`config.mk`:
```
export PLATFORM = sky130hd
export DESIGN_NAME = go_back_n_sender_window
export DESIGN_NICKNAME = d
export VERILOG_FILES = /design/src/sv/gbn_pkg.sv /design/src/sv/gbn_regs.sv /design/src/sv/gbn_ctrl.sv /design/src/sv/gbn_dpath.sv /design/src/sv/go_back_n_sender_window.sv
export SDC_FILE = /design/constraint.sdc
export NUM_CORES = 1
export LEC_CHECK = 0
export ABC_AREA = 1
export BUFFER_PORTS_ARGS = -buffer_cell sky130_fd_sc_hd__buf_4
export CAP_MARGIN = 15
export CORE_MARGIN = 3
export CORE_UTILIZATION = 45
export CTS_CLUSTER_DIAMETER = 150
export DETAILED_ROUTE_END_ITERATION = 7
export PLACE_DENSITY = 0.65
export SLEW_MARGIN = 20
export SYNTH_ARGS = -nofsm -noshare
export SYNTH_HDL_FRONTEND = slang
export SYNTH_SLANG_ARGS = --single-unit
```
`constraint.sdc`:
```
create_clock -name clk -period 7.5 [get_ports clk]
set_input_delay 1.125 -clock clk [delete_from_list [all_inputs] [get_ports clk]]
set_output_delay 1.125 -clock clk [all_outputs]
set_load 0.02 [all_outputs]
```
`src/sv/gbn_pkg.sv`:
```
// ----------------------------------------------------------------------------
// gbn_pkg
// Shared types and constants for the Go-Back-N sender window block.
// ----------------------------------------------------------------------------
`default_nettype none

package gbn_pkg;

  // Default sizing of the window and the sequence space.
  localparam int WINDOW_DEPTH_DEF = 8;
  localparam int SEQ_BITS_DEF     = 8;

  // Reset value of the timeout register, in ticks.
  localparam logic [15:0] TIMEOUT_RESET = 16'd5;

  // Configuration port address width and register indexes.
  localparam int CFG_ADDR_W = 3;
  localparam int CFG_DATA_W = 32;

  typedef enum logic [0:0] {
    REG_TIMEOUT = 1'b0
  } reg_idx_t;

  // Command codes of the input word.
  typedef enum logic [1:0] {
    CMD_SEND   = 2'd0,
    CMD_ACK    = 2'd1,
    CMD_TICK   = 2'd2,
    CMD_UNUSED = 2'd3
  } cmd_code_t;

  // Result kinds.
  typedef enum logic [2:0] {
    KIND_SENT      = 3'd0,
    KIND_RESENT    = 3'd1,
    KIND_REFUSED   = 3'd2,
    KIND_ACK_OK    = 3'd3,
    KIND_ACK_OUT   = 3'd4,
    KIND_TICK_NONE = 3'd5
  } kind_t;

  // Input word.
  typedef struct packed {
    logic [1:0] command;
    logic [7:0] ack_seq;
  } in_word_t;

  // Result word.
  typedef struct packed {
    logic [2:0] kind;
    logic [7:0] seq_num;
    logic [7:0] window_base;
    logic [3:0] outstanding;
    logic       last;
  } out_word_t;

  // Commands from the controller to the datapath.
  typedef struct packed {
    logic  capture;
    logic  do_send;
    logic  do_ack;
    logic  do_tick;
    logic  rs_start;
    logic  rs_step;
    logic  emit;
    kind_t kind;
    logic  last;
  } gbn_cmd_t;

  // Status from the datapath to the controller.
  typedef struct packed {
    cmd_code_t cmd;
    logic      full;
    logic      ack_in_win;
    logic      timeout;
    logic      rs_last;
  } gbn_sts_t;

endpackage

`default_nettype wire

```
`src/sv/gbn_regs.sv`:
```
// ----------------------------------------------------------------------------
// gbn_regs
// APB-style configuration register file holding the acknowledgement timeout.
// ----------------------------------------------------------------------------
`default_nettype none

module gbn_regs
  import gbn_pkg::*;
(
  input  wire logic                  clk,
  input  wire logic                  rst_n,
  input  wire logic                  psel,
  input  wire logic                  penable,
  input  wire logic                  pwrite,
  input  wire logic [CFG_ADDR_W-1:0] paddr,
  input  wire logic [CFG_DATA_W-1:0] pwdata,
  output logic      [CFG_DATA_W-1:0] prdata,
  output logic                       pready,
  output logic      [15:0]           timeout
);

  logic [15:0] timeout_r;
  logic [15:0] timeout_nxt;
  logic        wr_en;
  reg_idx_t    reg_idx;

  // Registers sit on 32-bit boundaries.
  assign reg_idx = reg_idx_t'(paddr[CFG_ADDR_W-1]);
  assign pready  = 1'b1;
  assign wr_en   = psel && penable && pwrite && pready;

  // Next value of the timeout register.
  always_comb begin
    timeout_nxt = timeout_r;
    if (wr_en && reg_idx == REG_TIMEOUT) begin
      timeout_nxt = pwdata[15:0];
    end
  end

  always_ff @(posedge clk) begin
    if (!rst_n) begin
      timeout_r <= TIMEOUT_RESET;
    end else begin
      timeout_r <= timeout_nxt;
    end
  end

  // Read back.
  always_comb begin
    unique case (reg_idx)
      REG_TIMEOUT: prdata = {{(CFG_DATA_W-16){1'b0}}, timeout_r};
      default:     prdata = '0;
    endcase
  end

  assign timeout = timeout_r;

endmodule

`default_nettype wire

```
`src/sv/gbn_ctrl.sv`:
```
// ----------------------------------------------------------------------------
// gbn_ctrl
// Controller state machine: accepts commands, decides the outcome from the
// datapath status, and walks the window on a timeout resend.
// ----------------------------------------------------------------------------
`default_nettype none

module gbn_ctrl
  import gbn_pkg::*;
(
  input  wire logic     clk,
  input  wire logic     rst_n,
  input  wire logic     start,
  output logic          busy,
  input  wire gbn_sts_t sts,
  output gbn_cmd_t      cmd
);

  typedef enum logic [1:0] {
    ST_IDLE,
    ST_EXEC,
    ST_RESEND
  } state_t;

  state_t state_r;
  state_t state_nxt;

  assign busy = (state_r != ST_IDLE);

  // Decode the current command into datapath actions.
  always_comb begin
    cmd       = '0;
    cmd.kind  = KIND_TICK_NONE;
    state_nxt = state_r;
    unique case (state_r)
      ST_IDLE: begin
        if (start) begin
          cmd.capture = 1'b1;
          state_nxt   = ST_EXEC;
        end
      end
      ST_EXEC: begin
        state_nxt = ST_IDLE;
        cmd.emit  = 1'b1;
        cmd.last  = 1'b1;
        unique case (sts.cmd)
          CMD_SEND: begin
            if (sts.full) begin
              cmd.kind = KIND_REFUSED;
            end else begin
              cmd.do_send = 1'b1;
              cmd.kind    = KIND_SENT;
            end
          end
          CMD_ACK: begin
            if (sts.ack_in_win) begin
              cmd.do_ack = 1'b1;
              cmd.kind   = KIND_ACK_OK;
            end else begin
              cmd.kind = KIND_ACK_OUT;
            end
          end
          CMD_TICK: begin
            cmd.do_tick = 1'b1;
            if (sts.timeout) begin
              cmd.emit     = 1'b0;
              cmd.last     = 1'b0;
              cmd.rs_start = 1'b1;
              state_nxt    = ST_RESEND;
            end
          end
          default: begin
            cmd.kind = KIND_TICK_NONE;
          end
        endcase
      end
      ST_RESEND: begin
        cmd.rs_step = 1'b1;
        cmd.emit    = 1'b1;
        cmd.kind    = KIND_RESENT;
        cmd.last    = sts.rs_last;
        if (sts.rs_last) begin
          state_nxt = ST_IDLE;
        end
      end
      default: begin
        state_nxt = ST_IDLE;
      end
    endcase
  end

  always_ff @(posedge clk) begin
    if (!rst_n) begin
      state_r <= ST_IDLE;
    end else begin
      state_r <= state_nxt;
    end
  end

endmodule

`default_nettype wire

```
`src/sv/gbn_dpath.sv`:
```
// ----------------------------------------------------------------------------
// gbn_dpath
// Datapath: window base, outstanding count, tick counter, circular store of
// send stamps and the registered result word.
// ----------------------------------------------------------------------------
`default_nettype none

module gbn_dpath
  import gbn_pkg::*;
#(
  parameter int WINDOW_DEPTH = WINDOW_DEPTH_DEF,
  parameter int SEQ_BITS     = SEQ_BITS_DEF
) (
  input  wire logic        clk,
  input  wire logic        rst_n,
  input  wire in_word_t    in_word,
  input  wire logic [15:0] timeout,
  input  wire gbn_cmd_t    cmd,
  output gbn_sts_t         sts,
  output logic             out_valid,
  output out_word_t        out_word
);

  localparam int IW = $clog2(WINDOW_DEPTH);
  localparam int CW = $clog2(WINDOW_DEPTH + 1);
  localparam int SB = SEQ_BITS;

  // Stamp store, oldest entry at the head pointer.
  logic [31:0]   stamp_mem [WINDOW_DEPTH];
  logic [31:0]   stamp_rd_r;

  logic [SB-1:0] base_r,   base_nxt;
  logic [CW-1:0] cnt_r,    cnt_nxt;
  logic [IW-1:0] head_r,   head_nxt;
  logic [31:0]   tick_r,   tick_nxt;
  cmd_code_t     cmd_r;
  logic [SB-1:0] ack_r;
  logic [CW-1:0] rs_idx_r, rs_idx_nxt;
  logic [IW-1:0] rs_ptr_r, rs_ptr_nxt;
  logic          out_valid_r;
  out_word_t     out_word_r, out_word_nxt;

  logic [SB-1:0] ack_dist;
  logic [CW-1:0] retire;
  logic [IW:0]   head_sum;
  logic [IW:0]   tail_sum;
  logic [IW-1:0] tail_ptr;
  logic [31:0]   tick_inc;
  logic [31:0]   elapsed;
  logic [SB-1:0] seq_out;
  logic          mem_we;
  logic [IW-1:0] mem_waddr;

  // Status toward the controller.
  assign ack_dist = ack_r - base_r;
  assign tick_inc = tick_r + 32'd1;
  assign elapsed  = tick_inc - stamp_rd_r;

  assign sts.cmd        = cmd_r;
  assign sts.full       = (cnt_r == CW'(WINDOW_DEPTH));
  assign sts.ack_in_win = (32'(ack_dist) < 32'(cnt_r));
  assign sts.timeout    = (cnt_r != '0) && (elapsed >= 32'(timeout));
  assign sts.rs_last    = (rs_idx_r == cnt_r - CW'(1));

  // Slot of the next new entry: head plus count, wrapped once.
  assign tail_sum = (IW+1)'(head_r) + (IW+1)'(cnt_r);
  assign tail_ptr = (tail_sum >= (IW+1)'(WINDOW_DEPTH)) ?
                    IW'(tail_sum - (IW+1)'(WINDOW_DEPTH)) : IW'(tail_sum);

  // Retirement of a cumulative acknowledgement.
  assign retire   = CW'(ack_dist) + CW'(1);
  assign head_sum = (IW+1)'(head_r) + (IW+1)'(retire);

  // Window state update.
  always_comb begin
    base_nxt   = base_r;
    cnt_nxt    = cnt_r;
    head_nxt   = head_r;
    tick_nxt   = tick_r;
    rs_idx_nxt = rs_idx_r;
    rs_ptr_nxt = rs_ptr_r;
    seq_out    = '0;
    if (cmd.do_send) begin
      seq_out = SB'(32'(base_r) + 32'(cnt_r));
      cnt_nxt = cnt_r + CW'(1);
    end
    if (cmd.do_ack) begin
      cnt_nxt  = cnt_r - retire;
      base_nxt = base_r + SB'(retire);
      head_nxt = (head_sum >= (IW+1)'(WINDOW_DEPTH)) ?
                 IW'(head_sum - (IW+1)'(WINDOW_DEPTH)) : IW'(head_sum);
    end
    if (cmd.do_tick) begin
      tick_nxt = tick_inc;
    end
    if (cmd.rs_start) begin
      rs_idx_nxt = '0;
      rs_ptr_nxt = head_r;
    end
    if (cmd.rs_step) begin
      seq_out    = SB'(32'(base_r) + 32'(rs_idx_r));
      rs_idx_nxt = rs_idx_r + CW'(1);
      rs_ptr_nxt = (rs_ptr_r == IW'(WINDOW_DEPTH - 1)) ? '0 : rs_ptr_r + IW'(1);
    end
  end

  // Stamp store write port: new entry on a send, restamp on a resend.
  assign mem_we    = cmd.do_send || cmd.rs_step;
  assign mem_waddr = cmd.rs_step ? rs_ptr_r : tail_ptr;

  always_ff @(posedge clk) begin
    if (mem_we) begin
      stamp_mem[mem_waddr] <= tick_r;
    end
    stamp_rd_r <= stamp_mem[head_r];
  end

  // Result word, built from the state after this step.
  always_comb begin
    out_word_nxt             = out_word_r;
    if (cmd.emit) begin
      out_word_nxt.kind        = cmd.kind;
      out_word_nxt.seq_num     = 8'(seq_out);
      out_word_nxt.window_base = 8'(base_nxt);
      out_word_nxt.outstanding = 4'(cnt_nxt);
      out_word_nxt.last        = cmd.last;
    end
  end

  // Control registers.
  always_ff @(posedge clk) begin
    if (!rst_n) begin
      base_r      <= '0;
      cnt_r       <= '0;
      head_r      <= '0;
      tick_r      <= '0;
      out_valid_r <= 1'b0;
    end else begin
      base_r      <= base_nxt;
      cnt_r       <= cnt_nxt;
      head_r      <= head_nxt;
      tick_r      <= tick_nxt;
      out_valid_r <= cmd.emit;
    end
  end

  // Payload registers.
  always_ff @(posedge clk) begin
    if (cmd.capture) begin
      cmd_r <= cmd_code_t'(in_word.command);
      ack_r <= SB'(in_word.ack_seq);
    end
    rs_idx_r   <= rs_idx_nxt;
    rs_ptr_r   <= rs_ptr_nxt;
    out_word_r <= out_word_nxt;
  end

  assign out_valid = out_valid_r;
  assign out_word  = out_word_r;

endmodule

`default_nettype wire

```
`src/sv/go_back_n_sender_window.sv`:
```
// ----------------------------------------------------------------------------
// go_back_n_sender_window
// Go-Back-N ARQ sender window control: sequence numbering, cumulative
// acknowledgements and timeout resend of the whole window.
// ----------------------------------------------------------------------------
// A command word is taken when start is high and busy is low. Send, ack and
// unused commands, and a tick that does not time out, pass from acceptance
// through the execute state, after which the single result word is on out_word
// for one cycle with out_valid high, and a new command may be accepted in that
// same cycle. A tick that times out goes on to a resend state that covers every
// outstanding entry: the resend sequencer writes one fresh stamp to the stamp
// store and emits one resent word each cycle, the last one flagged. Results
// cannot be held off: the receiver must take every word in the cycle it appears.
// ----------------------------------------------------------------------------
`default_nettype none

module go_back_n_sender_window
  import gbn_pkg::*;
#(
  parameter int WINDOW_DEPTH = WINDOW_DEPTH_DEF,
  parameter int SEQ_BITS     = SEQ_BITS_DEF
) (
  input  wire logic                  clk,
  input  wire logic                  rst_n,
  // Command channel.
  input  wire logic                  start,
  output logic                       busy,
  input  wire in_word_t              in_word,
  // Result channel.
  output logic                       out_valid,
  output out_word_t                  out_word,
  // Configuration port.
  input  wire logic                  psel,
  input  wire logic                  penable,
  input  wire logic                  pwrite,
  input  wire logic [CFG_ADDR_W-1:0] paddr,
  input  wire logic [CFG_DATA_W-1:0] pwdata,
  output logic      [CFG_DATA_W-1:0] prdata,
  output logic                       pready
);

  logic [15:0] timeout;
  gbn_cmd_t    cmd;
  gbn_sts_t    sts;

  // Configuration registers.
  gbn_regs u_regs (
    .clk     (clk),
    .rst_n   (rst_n),
    .psel    (psel),
    .penable (penable),
    .pwrite  (pwrite),
    .paddr   (paddr),
    .pwdata  (pwdata),
    .prdata  (prdata),
    .pready  (pready),
    .timeout (timeout)
  );

  // Controller.
  gbn_ctrl u_ctrl (
    .clk   (clk),
    .rst_n (rst_n),
    .start (start),
    .busy  (busy),
    .sts   (sts),
    .cmd   (cmd)
  );

  // Datapath.
  gbn_dpath #(
    .WINDOW_DEPTH (WINDOW_DEPTH),
    .SEQ_BITS     (SEQ_BITS)
  ) u_dpath (
    .clk       (clk),
    .rst_n     (rst_n),
    .in_word   (in_word),
    .timeout   (timeout),
    .cmd       (cmd),
    .sts       (sts),
    .out_valid (out_valid),
    .out_word  (out_word)
  );

endmodule

`default_nettype wire
```
==> results.sh, run 1 <==
export IMPL_synth_edff_count=297
export IMPL_synth_top_cell_by_area="edfxtp_1"
export IMPL_dp_hpwl_mm=30.26
export IMPL_top_usage_layer="met2"
export IMPL_clock_fmax_mhz=178.8
export IMPL_layout_area_overhead_vs_synth_pct=13.18
export IMPL_cpMaxStageDelayCell="inv_1"
export IMPL_cts_sinks=395
export IMPL_antennaDiodeCount=0
export IMPL_placement_io_buffers=74
export IMPL_slew_of_the_pin_with_the_lowest_slew_margin_ns=1.058
export IMPL_clkSlewWorstSetupHoldPaths_ns=0.06
export IMPL_p_leak_nw=9.404
export IMPL_logic_pwr_share_pct=11.0
export IMPL_postSynthCellCount=2153
export IMPL_drt_first_iter_violations=1037
export IMPL_groute_layer_met2_usage_pct=33.11
export IMPL_floorplan_die_height_um=215.1
export IMPL_netSwitchingFraction_pct=24.77
export IMPL_cts_made_buffers=41
export IMPL_clock_power_share_pct=41.8
export IMPL_layout_net_count=2355
export IMPL_timing_critical_path_from_type="register"
export IMPL_synth_commonest_cells="nor2_1, nand2_1, edfxtp_1"
export IMPL_vdd_ir_drop_max_mv=0.1508
export IMPL_place_gp_congestion=0.8886
export IMPL_grt_setup_unrepaired="no"
export IMPL_cts_repair_timing_setup_buffer_count=0
export IMPL_async_reset_ff_share_pct=0
export IMPL_finalSetupViolations=0
export IMPL_htreeDepth=2
export IMPL_tritoncts_clock_tree="yes"
export IMPL_crit_required_ns=7.68
export IMPL_sequential_area_share_after_synthesis_pct=55.28
export IMPL_grt_antenna_before_repair=0
export IMPL_grt_usage_pct=20.33
export IMPL_setup_tns_ns=0
export IMPL_cellInternalPower_mw=3.977
export IMPL_mapped_cell_area_um2=19680
export IMPL_seq_power_share_pct=47.1
export IMPL_cts_root_buf="clkbuf_16"
export IMPL_net_switching_power_mw=1.310
export IMPL_worst_path_largest_cell_delay_ns=0.68
export IMPL_routed_wl_mm=47.52
export IMPL_cp_end_kind="register"
export IMPL_fraction_of_layout_cells_with_a_size_suffix_above_1_pct=9.269
export IMPL_synth_cell_type_count=46
export IMPL_cp_common_cell="nand2_1"
export IMPL_crit_type="reg -> reg"
export IMPL_fp_row_count=75
export IMPL_finalCriticalPeriod_ns=5.594
export IMPL_drt_pass1_iterations=7
export IMPL_global_route_overflow_total=0
export IMPL_hold_viol_final=0
export IMPL_power_total_mw=5.287
export IMPL_count_of_synthesis_stage_warnings_from_yosys=0
export IMPL_synth_top_area_share_pct=45.31
export IMPL_timing_max_cap_violations=0
export IMPL_crit_path_max_fanout=24
export IMPL_grt_met3_usage_pct=2.782
export IMPL_final_cell_count_no_fill=2821
export IMPL_postRouteAntennaNets=0
export IMPL_outcome="finished clean"
export IMPL_dp_cells=2745
export IMPL_post_place_ws_ns=1.961
export IMPL_postLayoutSetupSlackWorst_ns=1.906
export IMPL_io_pin_count=110
export IMPL_hold_buffers=0
export IMPL_initial_utilization_pct=46.20
export IMPL_postSynthRegisterBits=395
export IMPL_post_drt_via_cell_ratio=5.193
export IMPL_power_per_cell_area_nw_per_um2=237.3
export IMPL_max_clock_path_buffers=3
export IMPL_layout_worst_path_cycle_share_pct=74.59
export IMPL_worst_clock_skew_ns=0.02277
export IMPL_netlist_top_cells_area="edfxtp_1, dfxtp_1, nor2_1, nand2_1, ha_1"
export IMPL_drc_violations_left=0
export IMPL_core_area_um2=42600
export IMPL_dieArea_um2=46290
export IMPL_use_met1_pct=28.65
export IMPL_filler_cell_count=3867
export IMPL_wire_length_of_the_first_global_routing_pass_mm=75.42
export IMPL_vias=14650
export IMPL_holdCritPathClass="reg -> reg"
export IMPL_avgSynthCellArea_um2=9.143
export IMPL_relSlewSlack_pct=29.40
export IMPL_yosysMostFrequentCell="nor2_1"
export IMPL_ys_flop_type="edfxtp_1"
export IMPL_post_cts_resize_count=0
export IMPL_die_width_um=215.1
export IMPL_grt_max_degree=98
export IMPL_wl_per_cell_um=16.85
export IMPL_slew_violations=0
export IMPL_first_global_vias=13990
export IMPL_worst_skew_pair_late_latency_ns=0.57
export IMPL_worstPathArrival_ns=5.77
final cells by class:
class,instances,area (µm²),area share (%)
clock buffers,50,1111,4.987
flip-flops and latches,395,10890,48.86
inverters,288,1082,4.858
well taps,577,721.9,3.240
clock inverters,26,372.9,1.674
multi-input cells,1396,7437,33.38
repair buffers,89,668.1,2.999
worst paths after layout:
check | start | to | slack [ns] | depth (start not counted)
max | u_dpath.tick_r[1] | u_dpath.out_word[5] | 1.91 | 33
min | u_ctrl.state_r[0] | u_ctrl.state_r[0] | 0.49 | 2
max reg2reg | u_dpath.tick_r[1] | u_dpath.out_word[5] | 1.91 | 33
min reg2reg | u_ctrl.state_r[0] | u_ctrl.state_r[0] | 0.49 | 2
cells by family after synthesis:
kind of cell    Yosys count  share of synthesized area, %
simple gates            824                         17.04
compound gates          398                         11.03
flops                   395                         55.28
buf+inv                 377                         7.545
fa+ha+maj                93                         6.217
xor+xnor                 64                         2.848
other cells               2                       0.03815
critical path, delay by kind of cell, from the launching register on:
| family | cells | cell delay (ns) |
|---|---|---|
| simple gates | 22 | 2.15 |
| buf+inv | 5 | 0.99 |
| fa+ha+maj | 3 | 0.91 |
| flops | 1 | 0.55 |
| xor+xnor | 2 | 0.41 |
| compound gates | 1 | 0.20 |
metal layers:
metal  wire, µm  share of wire (%)  vias to the layer above
met4       1017                2.1                        0
met3       2794                5.9                       70
li1           -                  -                     7246
met1      21990                 46                     6928
met2      21720                 46                      406
met5          0                  0                        -
metrics by stage:
step | cell area [µm²] | hold WS (ns) | util (%)
3_5_place_dp | 20790 | 0.4790 | 48.81
2_1_floorplan | 19740 | 0.4556 | -
6_report | 22280 | 0.4859 | 52.29
3_3_place_gp | 20790 | 0.4780 | 48.81
4_1_cts | 22280 | 0.4855 | 52.29
5_1_grt | 22280 | 0.5175 | 52.29
power by group through the flow:
stage	registers [mW]	logic, mW	clock network (mW)
floorplan	2.53	0.405	0
global placement	2.53	0.565	0
detailed placement	2.54	0.576	0
finish	2.49	0.582	2.21
global route	2.50	0.665	2.34
CTS	2.49	0.582	2.25
state kept, by name, indices dropped and copies added (netlist names), 3 cells and up:
signal	count
u_dpath.stamp_mem	256
u_dpath.stamp_rd_r	32
u_dpath.tick_r	32
u_dpath.out_word	24
u_regs.timeout	16
u_dpath.ack_r	8
u_dpath.base_r	8
u_dpath.cnt_r	4
u_dpath.rs_idx_r	4
u_dpath.head_r	3
u_dpath.rs_ptr_r	3
cell usage in the layout (no fill, tap or decap), drive strengths merged, types with 8 or more instances in the layout:
master  instances
buf            89
o21bai         10
nor2          374
a211oi         11
clkinv         16
xnor2          16
nor3           18
nand4          12
o21ai         201
nand3          63
a31oi          37
edfxtp        297
ha             85
fa              8
o22ai          38
nand2         343
a21oi          93
conb           17
bufinv          8
dfxtp          98
inv           285
xor2           48
clkbuf         50
No activity file was read; power rests on OpenSTA's default activity.
==> inputs of run 2 (changes only) <==
Clock period 7.5 ns to 5.7 ns, I/O delays scaled along.
==> run 2 against run 1 <==
  * Die area unchanged
  * Combinational power increased by 32%
  * Register-to-register slack got worse by 1.2 ns
  * Global-route usage decreased by 0.087 points
  * Clock skew increased by 0.011 ns
  * Maximum frequency increased by 13%
  * Sequential power increased by 32%
  * Clock-buffer cell count increased by 17
  * Highest routed layer is now met5
  * Setup slack got worse by 1.2 ns
==> results.sh, run 2 (synthesis results as in run 1) <==
export IMPL_postLayoutSetupSlackWorst_ns=0.7288
export IMPL_grt_max_degree=96
export IMPL_die_width_um=215.1
export IMPL_worstPathArrival_ns=5.20
export IMPL_vdd_ir_drop_max_mv=0.2099
export IMPL_outcome="finished clean"
export IMPL_core_area_um2=42600
export IMPL_post_cts_resize_count=0
export IMPL_worst_skew_pair_late_latency_ns=0.58
export IMPL_cts_root_buf="clkbuf_16"
export IMPL_grt_usage_pct=20.24
export IMPL_cts_sinks=395
export IMPL_final_cell_count_no_fill=2826
export IMPL_p_leak_nw=9.388
export IMPL_hold_viol_final=0
export IMPL_cpMaxStageDelayCell="dfxtp_1"
export IMPL_relSlewSlack_pct=29.03
export IMPL_reg_top3="u_dpath.stamp_mem (256), u_dpath.stamp_rd_r (32), u_dpath.tick_r (32)"
export IMPL_timing_critical_path_max_delay_family="simple AND/OR/NAND/NOR gates"
export IMPL_fp_row_count=75
export IMPL_tritoncts_clock_tree="yes"
export IMPL_crit_type="reg -> reg"
export IMPL_power_per_cell_area_nw_per_um2=306.4
export IMPL_layout_worst_path_cycle_share_pct=87.21
export IMPL_post_place_ws_ns=0.8062
export IMPL_global_route_overflow_total=0
export IMPL_slew_of_the_pin_with_the_lowest_slew_margin_ns=1.062
export IMPL_crit_path_max_fanout=24
export IMPL_crit_required_ns=5.93
export IMPL_first_global_vias=13830
export IMPL_postRouteAntennaNets=0
export IMPL_dp_cells=2748
export IMPL_place_gp_congestion=0.8817
export IMPL_wl_met2_mm=21.43
export IMPL_holdCritPathClass="in -> reg"
export IMPL_power_total_mw=6.806
export IMPL_layout_commonest_cell="nor2_1"
export IMPL_cp_end_kind="register"
export IMPL_setup_tns_ns=0
export IMPL_drc_violations_left=0
export IMPL_finalCriticalPeriod_ns=4.971
export IMPL_max_clock_path_buffers=3
export IMPL_filler_cell_count=3854
export IMPL_path_buf_inv=6
export IMPL_layout_area_overhead_vs_synth_pct=12.85
export IMPL_placement_io_buffers=74
export IMPL_fraction_of_layout_cells_with_a_size_suffix_above_1_pct=8.982
export IMPL_largest_register_ff_count=256
export IMPL_worst_path_largest_cell_delay_ns=0.57
export IMPL_critical_path_depth=33
export IMPL_most_common_layout_cells="nor2_1, nand2_1, edfxtp_1"
export IMPL_worst_clock_skew_ns=0.03366
export IMPL_topRoutingLayerUsed="met5"
export IMPL_drt_first_iter_violations=1211
export IMPL_hold_buffers=0
export IMPL_wl_met3_mm=3.076
export IMPL_cts_made_buffers=42
export IMPL_drt_pass1_iterations=5
export IMPL_clock_fmax_mhz=201.2
export IMPL_top_register_by_number_of_flip_flops="u_dpath.stamp_mem"
export IMPL_slew_violations=0
export IMPL_antennaDiodeCount=0
export IMPL_timing_critical_path_from_type="register"
export IMPL_wire_length_of_the_first_global_routing_pass_mm=74.85
export IMPL_clkSlewWorstSetupHoldPaths_ns=0.06
export IMPL_cp_common_cell="nand2_1"
export IMPL_timing_max_cap_violations=0
export IMPL_floorplan_die_height_um=215.1
export IMPL_cts_repair_timing_setup_buffer_count=0
export IMPL_wl_met1_mm=21.41
export IMPL_detailed_place_area_um2=20820
export IMPL_routed_wl_mm=47.07
export IMPL_post_drt_via_cell_ratio=5.167
export IMPL_htreeDepth=2
export IMPL_worst_r2r_cell_count=33
export IMPL_vias=14600
export IMPL_wl_per_cell_um=16.66
export IMPL_grt_setup_unrepaired="no"
export IMPL_initial_utilization_pct=46.20
export IMPL_layout_net_count=2359
export IMPL_finalSetupViolations=0
export IMPL_dieArea_um2=46290
export IMPL_dp_hpwl_mm=31.21
export IMPL_final_instance_area_um2=22210
export IMPL_grt_antenna_before_repair=0
export IMPL_whs_path_cells=1
export IMPL_io_pin_count=110
==> run 2: report_power, final <==
part           internal, mW  switching, mW  leakage [nW]
clock                  1.64           1.12         0.680
combinational         0.263          0.507          5.04
sequential             3.20         0.0722          3.66
total                  5.11           1.70          9.39
==> run 2: final cells by class <==
type,count,area (µm²),area share [%]
clock buffer,67,1237,5.571
clock inverter,11,157.7,0.7097
inverter,288,1082,4.872
multi-input combinational,1396,7437,33.48
sequential,395,10890,49.01
tap,577,721.9,3.250
timing repair buffer,92,690.7,3.109
==> run 2: worst paths after layout <==
path                                         from              endpoint  slack, ns
worst max-delay path            u_dpath.tick_r[3]  u_dpath.out_word[13]       0.73
worst min-delay path                   in_word[4]      u_dpath.ack_r[4]       0.47
worst max register to register  u_dpath.tick_r[3]  u_dpath.out_word[13]       0.73
worst min register to register  u_regs.timeout[9]     u_regs.timeout[9]       0.49
==> run 2: layer usage <==
metal / GRT usage [%] / vias to the layer above
met5: 1.146 / -
met4: 6.367 / 2
met3: 3.588 / 72
met2: 32.08 / 418
met1: 28.38 / 6840
li1: - / 7269
==> run 2: per-stage QoR <==
stage                     utilization, %  hold slack [ns]
after floorplan                        -           0.4556
after global placement             48.86           0.4723
after detailed placement           48.86           0.4855
after CTS                          52.14           0.4414
after global routing               52.14           0.4507
final                              52.14           0.4700
==> run 2: worst register-to-register path, delay by kind of cell, from the launching register on <==
family | cells | cell delay (ns)
xor+xnor | 2 | 0.43
compound gates | 1 | 0.18
fa+ha+maj | 2 | 0.64
simple gates | 22 | 2.13
flops | 1 | 0.57
buf+inv | 6 | 0.65
==> inputs of run 3 (changes only) <==
Settings changed: CELL_PAD_IN_SITES_DETAIL_PLACEMENT from default to 1, CELL_PAD_IN_SITES_GLOBAL_PLACEMENT from default to 2, CORE_UTILIZATION 45 to 39, PLACE_DENSITY 0.65 to 0.83.
==> run 3 against run 2 <==
  * First-iteration DRC count fell by 48%
  * Non-clock buffer count rose by 1
  * Critical path type unchanged
  * Clock skew rose by 0.00070 ns
  * Utilization fell by 6.9 points
  * Combinational power rose by 3.8%
  * Wire length rose by 19%
==> results.sh, run 3 (synthesis results as in run 1) <==
export IMPL_timing_max_cap_violations=0
export IMPL_relSlewSlack_pct=24.60
export IMPL_core_area_um2=49360
export IMPL_cts_root_buf="clkbuf_16"
export IMPL_layout_commonest_cell="nor2_1"
export IMPL_fraction_of_layout_cells_with_a_size_suffix_above_1_pct=9.051
export IMPL_tritoncts_clock_tree="yes"
export IMPL_timing_critical_path_from_type="register"
export IMPL_place_gp_congestion=0.8340
export IMPL_reg_top3="u_dpath.stamp_mem (256), u_dpath.stamp_rd_r (32), u_dpath.tick_r (32)"
export IMPL_dieArea_um2=53200
export IMPL_filler_cell_count=5662
export IMPL_cts_made_buffers=44
export IMPL_routed_wl_mm=56.17
export IMPL_vdd_ir_drop_max_mv=0.2704
export IMPL_setup_tns_ns=0
export IMPL_worst_clock_skew_ns=0.03436
export IMPL_wl_per_cell_um=19.24
export IMPL_clock_fmax_mhz=194.0
export IMPL_worstPathArrival_ns=5.45
export IMPL_fp_row_count=81
export IMPL_power_per_cell_area_nw_per_um2=304.7
export IMPL_final_instance_area_um2=22310
export IMPL_post_drt_via_cell_ratio=5.113
export IMPL_p_leak_nw=9.381
export IMPL_layout_net_count=2362
export IMPL_htreeDepth=2
export IMPL_first_global_vias=15840
export IMPL_hold_buffers=0
export IMPL_finalCriticalPeriod_ns=5.155
export IMPL_drt_first_iter_violations=624
export IMPL_global_route_overflow_total=0
export IMPL_top_register_by_number_of_flip_flops="u_dpath.stamp_mem"
export IMPL_worst_skew_pair_late_latency_ns=0.60
export IMPL_drc_violations_left=0
export IMPL_placement_io_buffers=74
export IMPL_layout_area_overhead_vs_synth_pct=13.34
export IMPL_most_common_layout_cells="nor2_1, nand2_1, edfxtp_1"
export IMPL_grt_setup_unrepaired="no"
export IMPL_final_cell_count_no_fill=2919
export IMPL_die_width_um=230.7
export IMPL_dp_cells=2836
export IMPL_hold_viol_final=0
export IMPL_cp_end_kind="register"
export IMPL_grt_max_degree=91
export IMPL_clkSlewWorstSetupHoldPaths_ns=0.06
export IMPL_floorplan_die_height_um=230.7
export IMPL_post_place_ws_ns=0.4870
export IMPL_crit_required_ns=5.99
export IMPL_seq_area_um2=10890
export IMPL_io_pin_count=110
export IMPL_layout_worst_path_cycle_share_pct=90.45
export IMPL_crit_type="reg -> reg"
export IMPL_postRouteAntennaNets=0
export IMPL_power_total_mw=6.799
export IMPL_fin_worst_hold_slack_ns=0.4331
export IMPL_postLayoutSetupSlackWorst_ns=0.5445
export IMPL_largest_register_ff_count=256
export IMPL_dp_hpwl_mm=37.90
export IMPL_slew_of_the_pin_with_the_lowest_slew_margin_ns=1.128
export IMPL_grt_antenna_before_repair=0
export IMPL_initial_utilization_pct=39.88
export IMPL_fin_util_pct=45.20
export IMPL_detailed_place_area_um2=20930
export IMPL_slew_violations=0
export IMPL_multi_input_comb_area_um2=7437
export IMPL_finalSetupViolations=0
export IMPL_cts_sinks=395
export IMPL_vias=14930
export IMPL_crit_path_max_fanout=14
export IMPL_drt_pass1_iterations=5
export IMPL_grt_usage_pct=21.01
export IMPL_wire_length_of_the_first_global_routing_pass_mm=87.70
export IMPL_holdCritPathClass="in -> reg"
export IMPL_outcome="finished clean"
export IMPL_max_clock_path_buffers=3
-- run 3: changes by cell type in the layout (fill, tap and decap cells not counted), moves of 2 or more --
cell / before / now
bufinv_16: 3 / 1
clkinv_1: 4 / 8
dfxtp_2: 1 / 3
clkinv_2: 4 / 7
dfxtp_1: 96 / 94
clkbuf_8: 5 / 3
-- run 3: power breakdown --
| part | internal (mW) | switching [mW] | total (mW) |
|---|---|---|---|
| Clock | 1.54 | 1.18 | 2.72 |
| Combinational | 0.266 | 0.532 | 0.799 |
| Sequential | 3.21 | 0.0765 | 3.28 |
| Total | 5.01 | 1.79 | 6.80 |
-- run 3: routing by layer --
metal | share of wire (%) | track usage, %
met5 | 0 | 0
met4 | 3.1 | 7.457
met3 | 3.0 | 2.974
met2 | 50 | 37.50
met1 | 44 | 25.97
-- run 3: what timing repair did --
item	CTS	global route
buffers inserted	0	0
endpoints found under the setup margin	0	14
resized for setup	0	2
-- run 3: area by class of cell --
type                            count  share of cell area (%)
Multi-Input combinational cell   1396                   33.34
Sequential cell                   395                   48.80
Clock inverter                     16                  0.7066
Timing Repair Buffer               93                   3.129
Inverter                          288                   4.851
Tap cell                          664                   3.724
Antenna cell                        1                 0.01122
Clock buffer                       66                   5.440
-- run 3: final timing paths --
path / start / to / slack (ns) / cells after the start
min: in_word[8] / u_dpath.cmd_r[0] / 0.43 / 1
max reg2reg: u_dpath.tick_r[6] / u_dpath.out_word[15] / 0.54 / 27
max: u_dpath.tick_r[6] / u_dpath.out_word[15] / 0.54 / 27
min reg2reg: u_regs.timeout[11] / u_regs.timeout[11] / 0.49 / 2
-- run 3: worst max-delay path, cell delays in order, from the launching register on --
cell	delay (ns)
dfxtp_1	0.64
nand2_1	0.18
nor2_1	0.25
nand2_2	0.15
xor2_1	0.25
ha_1	0.35
nand2_1	0.17
inv_1	0.06
a21oi_1	0.21
nand3_1	0.25
nand2_1	0.12
nand2_1	0.11
xor2_1	0.17
ha_1	0.29
a21oi_1	0.14
nor3_1	0.06
a211oi_1	0.19
nand3_1	0.14
nor2_1	0.11
nand3_1	0.08
nor2_1	0.14
nand2_1	0.16
nand2_1	0.11
nand2_1	0.05
nand2_1	0.07
nand2_1	0.10
inv_1	0.10
buf_4	0.22
